### config.mk
export PLATFORM = sky130hd
export DESIGN_NAME = e2q_lane
export DESIGN_NICKNAME = d
export VERILOG_FILES = /design/src/sv/e2q_pkg.sv /design/src/sv/e2q_lane.sv
export SDC_FILE = /design/constraint.sdc
export NUM_CORES = 2
export LEC_CHECK = 0
export BUFFER_PORTS_ARGS = -buffer_cell sky130_fd_sc_hd__buf_2
export CAP_MARGIN = 20
export CORE_MARGIN = 1
export CORE_UTILIZATION = 60
export CTS_BUF_LIST = sky130_fd_sc_hd__clkbuf_8
export DETAILED_ROUTE_END_ITERATION = 12
export GPL_ROUTABILITY_DRIVEN = 0
export GPL_TIMING_DRIVEN = 0
export PLACE_DENSITY_LB_ADDON = 0.1
export SLEW_MARGIN = 20
export SYNTH_ARGS = -nofsm -noshare
export SYNTH_HDL_FRONTEND = slang
export SYNTH_SLANG_ARGS = --single-unit
### constraint.sdc
create_clock -name clk -period 8.36 [get_ports clk]
set_input_delay 0 -clock clk [delete_from_list [all_inputs] [get_ports clk]]
set_output_delay 0 -clock clk [all_outputs]
set_load 0.01 [all_outputs]
### src/sv/e2q_pkg.sv
// Shared types, constants and helper functions for the Euler-to-quaternion block.
// No dependencies; every other file depends on this package.
package e2q_pkg;

  localparam int AngleW  = 16;
  localparam int OrderW  = 3;
  localparam int QuatW   = 16;
  localparam int ZW      = 20;   // half angle, Q.16
  localparam int XyW     = 32;   // CORDIC x/y, 30 fraction bits
  localparam int ScW     = 22;   // sine/cosine, Q.20
  localparam int PairW   = 2 * ScW;
  localparam int TripW   = 3 * ScW;
  localparam int Steps   = 16;
  localparam int LaneLat = Steps + 2;
  localparam int PipeLat = LaneLat + 4;

  localparam logic signed [ZW-1:0]    PiQ16      = ZW'(205887);
  localparam logic signed [ZW-1:0]    HalfPiQ16  = ZW'(102944);
  localparam logic signed [XyW-1:0]   CordicInit = XyW'(652032874);
  localparam logic signed [QuatW-1:0] OneQ14     = QuatW'(16384);

  typedef enum logic [OrderW-1:0] {
    ORD_XYZ = 3'd0,
    ORD_XZY = 3'd1,
    ORD_YXZ = 3'd2,
    ORD_YZX = 3'd3,
    ORD_ZXY = 3'd4,
    ORD_ZYX = 3'd5
  } order_t;

  typedef struct packed {
    logic signed [ScW-1:0] s;
    logic signed [ScW-1:0] c;
  } sincos_t;

  function automatic logic signed [ZW-1:0] atan_q16(input int idx);
    logic signed [ZW-1:0] v;
    case (idx)
      0: v = ZW'(51472);
      1: v = ZW'(30386);
      2: v = ZW'(16055);
      3: v = ZW'(8150);
      4: v = ZW'(4091);
      5: v = ZW'(2047);
      6: v = ZW'(1024);
      7: v = ZW'(512);
      8: v = ZW'(256);
      9: v = ZW'(128);
      10: v = ZW'(64);
      11: v = ZW'(32);
      12: v = ZW'(16);
      13: v = ZW'(8);
      14: v = ZW'(4);
      15: v = ZW'(2);
      default: v = '0;
    endcase
    return v;
  endfunction

  // plus/minus per component, bit order {x, y, z, w}, 1 = plus
  function automatic logic [3:0] order_sign(input logic [OrderW-1:0] ord);
    logic [3:0] sg;
    case (ord)
      ORD_XYZ: sg = 4'b1010;
      ORD_XZY: sg = 4'b0011;
      ORD_YXZ: sg = 4'b1001;
      ORD_YZX: sg = 4'b1100;
      ORD_ZXY: sg = 4'b0110;
      ORD_ZYX: sg = 4'b0101;
      default: sg = 4'b0000;
    endcase
    return sg;
  endfunction

  function automatic logic order_valid(input logic [OrderW-1:0] ord);
    return ord inside {ORD_XYZ, ORD_XZY, ORD_YXZ, ORD_YZX, ORD_ZXY, ORD_ZYX};
  endfunction

endpackage

### src/sv/e2q_lane.sv
// One half-angle sine/cosine lane: range reduction, 16-stage pipelined CORDIC, rounding.
// Depends on e2q_pkg.
module e2q_lane (
  input  logic                              clk,
  input  logic                              adv,
  input  logic signed [e2q_pkg::AngleW-1:0] angle,
  output e2q_pkg::sincos_t                  sc
);
  import e2q_pkg::*;

  logic signed [XyW-1:0] x_r [0:Steps];
  logic signed [XyW-1:0] y_r [0:Steps];
  logic signed [ZW-1:0]  z_r [0:Steps];
  logic                  neg_r [0:Steps];
  sincos_t               sc_r;

  logic signed [ZW-1:0]  z_in;
  logic signed [ZW-1:0]  z_nxt;
  logic                  neg_nxt;
  logic signed [XyW-1:0] cx, cy;
  logic signed [XyW-1:0] rc, rs;

  // angle read as Q.13 is the half angle; shift to Q.16
  assign z_in = {angle[AngleW-1], angle, 3'b000};

  always_comb begin
    z_nxt   = z_in;
    neg_nxt = 1'b0;
    if (z_in > HalfPiQ16) begin
      z_nxt   = z_in - PiQ16;
      neg_nxt = 1'b1;
    end else if (z_in < -HalfPiQ16) begin
      z_nxt   = z_in + PiQ16;
      neg_nxt = 1'b1;
    end
  end

  always_ff @(posedge clk) begin
    if (adv) begin
      x_r[0]   <= CordicInit;
      y_r[0]   <= '0;
      z_r[0]   <= z_nxt;
      neg_r[0] <= neg_nxt;
    end
  end

  for (genvar i = 0; i < Steps; i++) begin : g_step
    localparam logic signed [ZW-1:0] Atan = atan_q16(i);
    logic signed [XyW-1:0] dx, dy;
    assign dx = y_r[i] >>> i;
    assign dy = x_r[i] >>> i;
    always_ff @(posedge clk) begin
      if (adv) begin
        if (z_r[i] >= 0) begin
          x_r[i+1] <= x_r[i] - dx;
          y_r[i+1] <= y_r[i] + dy;
          z_r[i+1] <= z_r[i] - Atan;
        end else begin
          x_r[i+1] <= x_r[i] + dx;
          y_r[i+1] <= y_r[i] - dy;
          z_r[i+1] <= z_r[i] + Atan;
        end
        neg_r[i+1] <= neg_r[i];
      end
    end
  end

  // undo the pi shift, then round to Q.20
  assign cx = neg_r[Steps] ? -x_r[Steps] : x_r[Steps];
  assign cy = neg_r[Steps] ? -y_r[Steps] : y_r[Steps];
  assign rc = cx + XyW'(512);
  assign rs = cy + XyW'(512);

  always_ff @(posedge clk) begin
    if (adv) begin
      sc_r.c <= rc[XyW-1:10];
      sc_r.s <= rs[XyW-1:10];
    end
  end

  assign sc = sc_r;
endmodule

* Word-level counts from Yosys, hierarchy flattened
Memory sizes are Yosys's and may differ from the RTL's.
Cells that the tools add are included.
W data, S select, Z words.
** Storage, ports and cells
- Flip-flop bits (word level) :: 44
- Memory bits (writable) :: 1445
- Input bits :: 18
- Output and inout bits :: 44
- Logic and storage cells :: 325
- Memories kept :: 4
** Cells by class
- $add $sub $neg :: 101
- Magnitude comparators :: 18
- Multiplexer cells :: 152
- Bitwise operators :: 48
** Memory list
- x_r :: words 17, width 32, rd ports 17, clocked after memory_dff 0, wr ports 17, line e2q_lane.sv:11 : logic signed [XyW-1:0] x_r [0:Steps];
- y_r :: words 17, width 32, rd ports 17, clocked after memory_dff 0, wr ports 17, line e2q_lane.sv:12 : logic signed [XyW-1:0] y_r [0:Steps];
- z_r :: words 17, width 20, rd ports 16, clocked after memory_dff 0, wr ports 17, line e2q_lane.sv:13 : logic signed [ZW-1:0] z_r [0:Steps];
- neg_r :: words 17, width 1, rd ports 17, clocked after memory_dff 0, wr ports 17, line e2q_lane.sv:14 : logic neg_r [0:Steps];
** Operators by type and width (number)
- $mux W32 :: 34
- $mux W20 :: 18
- $ge A20 B1 Y1 const B :: 16
- $mux W1 :: 100
- $add A32 B11 Y32 const B :: 2
- $add A32 B17 Y32 :: 2
- $add A32 B18 Y32 :: 2
- $add A32 B19 Y32 :: 2
- $add A32 B20 Y32 :: 2
- $add A32 B21 Y32 :: 2
- $add A32 B22 Y32 :: 2
- $add A32 B23 Y32 :: 2
- $add A32 B24 Y32 :: 2
- $add A32 B25 Y32 :: 2
- $add A32 B26 Y32 :: 2
- $add A32 B27 Y32 :: 2
- $add A32 B28 Y32 :: 2
- $add A32 B29 Y32 :: 2
- $add A32 B30 Y32 :: 2
- $add A32 B31 Y32 :: 2
- $neg A32 Y32 :: 2
- $sub A32 B17 Y32 :: 2
- $sub A32 B18 Y32 :: 2
- $sub A32 B19 Y32 :: 2
- 49 further kinds :: 111

* Depth between registers and ports, before layout
An unclocked memory read counts as a cell.
- Depth in word-level cells :: 6
- Mapped depth :: 21

* Worst setup path before layout
Ideal clock, no wire load.
- Path kind :: register to register
- Start :: memory x_r[15][20]
- End :: memory y_r[16][29] (data pin)
- Library setup time :: 0.262 ns
- Arrival :: 4.608 ns
- Data required time :: 8.098 ns
- Slack :: 3.490 ns
- Stages on the path, launching flop included :: 19
- Period minus slack after synthesis :: 4.870 ns
- Cell sequence :: edfxtp_1 -> or3_1 -> or3b_2 -> or2_2 -> or3b_2 -> nor2_1 -> a21oi_1 -> xnor2_1 -> ha_1 -> or2_2 -> a21oi_1 -> a21oi_1 -> nor4_1 -> nor3_1 -> o31ai_1 -> a31oi_1 -> a31oi_1 -> o21bai_1 -> xor2_1
** RTL lines (line)
- from (decl) :: e2q_lane.sv:11
- to (decl) :: e2q_lane.sv:12

==> qor.txt <==
outcome: finished clean
Slew headroom: 0.2212
clk_skew: 61.47 ps
Total Wirelength: 282700 um
RSZ-0062 raised after global routing: false
crit path max fanout: 12
Worst Path Arrival: 8020 ps
r2r startpoint: z_r[3][19]
Total GRT Usage: 0.3069
I/O pin count: 62
clk slew on worst S/H paths: 60 ps
DRT Pass-1 Iters: 6
Placed Area: 110200 um2
row cnt: 154
Finished Cell Area: 115000 um2
Top FF cell, synth: edfxtp_1
Crit path max-delay family: buffers and inverters
Final Non-Filler Cells: 13.97k
Endpoint, Worst Hold: z_r[0][7]
fin util: 0.6528
total core area: 176100 um2
Die Y: 423.2 um
synthesis-stage register bit count: 1278
most frequent cells in the layout: edfxtp_1 (1278), ha_1 (1120), xnor2_1 (1103)
kind of critical path: primary input to flop
initial antenna violation count: 6
Antenna Nets Post-Route: 0
Worst Hold Depth: 6
synth-to-layout area growth: 8.015%
Worst-Margin Slew: 1168 ps
Nets: 12.61k
Startpoint Class: primary input
CP Capture Type: flop
first-pass GRT wire length: 441200 um
Final Cycle Share: 0.8716
number of global-route vias before repair: 81.84k
Crit path largest cell delay: 870 ps
Mean Syn Cell Area: 9.595 um2
synth unique cells: 116
starting DRC count in detailed routing: 8068
vias: 86.90k
Final setup viols: 0
DRC Markers: 0
Via density: 6.222
FF-to-FF path depth: 18
clk sinks: 1278
Synth Warn #: 0
CTS Buf Count: 221
CTS tree: yes
post-detail-place hpwl: 224400 um
Initial Util: 0.6043
Hold Vio Cnt, Final: 0
placed instance count: 13.51k
Worst-Skew Late Latency: 980 ps
post-cts sizing count: 0
post-synthesis sequential area ratio: 0.3606
CTS Hold Bufs: 42
EDFF count, synth: 1278
layout cell share with drive strength beyond 1: 0.05276
Critical Path Slowest Stage Cell: clkbuf_1
Hold WS: 99.82 ps
Tmin final: 7287 ps
total gr overflow: 0
fraction of registers with async set/reset: 0
most common cell after layout, fill and taps aside: edfxtp_1
max-slew violations: 0
Die X-Extent: 423.2 um
Max Root-Sink Buffers: 3
reg-to-reg slack, setup: 1990 ps
CP cell instances: dlygate4sd3_1, dlygate4sd3_1, buf_4, clkbuf_2, clkbuf_1, clkbuf_2, nand2_1, clkbuf_1, o21ai_0, inv_1, ha_1, nor2b_1, o31a_1, o21bai_1, a21boi_0, nor4_1, nor3_1, o31ai_1, a31oi_1, a31oi_1, o21bai_1, xor2_1
CP bufs+invs: 8
HP Class: primary input to flop
post-CTS setup buffer count: 0
FILL cells: 14.30k
Achievable Freq: 137.2 MHz
Syn Nets: 12.27k
Clock Root Buffer: clkbuf_8
MaxCap Viol Count: 0
HP Start: angle[15]
critical path data required time: 9090 ps
largest net degree at the start of global routing: 61
H-tree depth: 4
PortBufs: 54
synthesized cell area: 106400 um2
Syn Inst Count: 11.09k
die area: 179100 um2
R2R Path End: x_r[4][29]
routed length per placed instance: 20.24 um
==> worst max-delay path by stage <==
stage | to | from | cells past startpoint | slack (ps)
final | y_r[16][29] | adv | 22 | 1070
after global routing | y_r[16][29] | adv | 22 | 970
after CTS | y_r[16][29] | adv | 22 | 1280
after detailed placement | y_r[16][29] | adv | 20 | 1140
after global placement | y_r[16][31] | adv | 20 | -710
after floorplan | y_r[16][29] | x_r[15][20] | 18 | 3490
==> kinds of logic (layout without fill, tap and decap cells) <==
family,count (synthesis),in the layout,synth area share
AO/OA/AOI/OAI,3158,3158,0.1877
XOR/XNOR,1657,1657,0.1365
adder cells (fa/ha/maj),1165,1165,0.1397
buffers and inverters,745,1271,0.02643
flip-flops,1278,1278,0.3606
multiplexers,118,118,0.01172
other,0,8,0
AND/OR/NAND/NOR,2971,2971,0.1374
==> per-layer routing <==
| metal | GRT usage | routed length, um |
|---|---|---|
| met1 | 0.4250 | 123400 |
| met2 | 0.4816 | 125900 |
| met3 | 0.05172 | 22870 |
| met4 | 0.1142 | 10560 |
| met5 | 0 | 21 |
==> Yosys cell counts, types with 28 or more instances <==
| cell | number | area, um2 |
|---|---|---|
| nor3_1 | 284 | 1421 |
| nand2_1 | 663 | 2489 |
| nand2b_1 | 174 | 1089 |
| nor4_1 | 66 | 412.9 |
| or2_2 | 44 | 275.3 |
| xnor2_1 | 1103 | 9661 |
| nor2_1 | 893 | 3352 |
| nor2b_1 | 157 | 982.2 |
| or4_1 | 32 | 240.2 |
| and2_1 | 65 | 406.6 |
| and3_1 | 83 | 519.3 |
| clkbuf_1 | 196 | 735.7 |
| a21oi_1 | 1097 | 5490 |
| o211ai_1 | 40 | 300.3 |
| o31a_1 | 28 | 245.2 |
| xor2_1 | 552 | 4835 |
| a21o_1 | 420 | 3153 |
| inv_1 | 499 | 1873 |
| mux2i_1 | 65 | 650.6 |
| o41ai_1 | 42 | 367.9 |
| o21bai_1 | 150 | 1126 |
| fa_1 | 40 | 800.8 |
| or3_1 | 89 | 556.8 |
| o31ai_1 | 126 | 945.9 |
| buf_1 | 39 | 146.4 |
| a31oi_1 | 104 | 650.6 |
| o21a_1 | 150 | 1126 |
| a211oi_1 | 71 | 533.0 |
| nand4_1 | 83 | 519.3 |
| ha_1 | 1120 | 14010 |
| mux2_2 | 53 | 596.8 |
| edfxtp_1 | 1278 | 38380 |
| o21ai_0 | 569 | 2848 |
| nand3_1 | 184 | 920.9 |
| a21boi_0 | 32 | 240.2 |
==> registers in the layout (all words and copies together), names as in the netlist <==
signal  cells
y_r       481
x_r       456
z_r       281
sc         44
neg_r      16
==> tightest hold or removal path: stages <==
cell           delay [ps]
dlygate4sd3_1         520
buf_2                 120
nor2_1                 60
inv_1                 140
nand2_1                60
o21ai_0                70
==> area by class of cell <==
type	count	area (um2)	area share
Multi-Input combinational cell	9069	65240	0.5675
Sequential cell	1278	38380	0.3338
Buffer	241	991.0	0.008620
Clock buffer	221	3042	0.02646
Inverter	504	1892	0.01646
Antenna cell	8	20.02	0.0001741
Tap cell	2340	2928	0.02547
Timing Repair Buffer	115	1186	0.01032
Clock inverter	190	1284	0.01117
==> stage by stage <==
stage	TNS, ps	worst slack [ps]
global placement	-5467	-712.9
floorplan	0	3490
detailed placement	0	1142
CTS	0	1278
global route	0	967.9
finish	0	1073
Power is not shown: default switching activity piles up to over one toggle a cycle in this logic, so the estimate is an artifact.
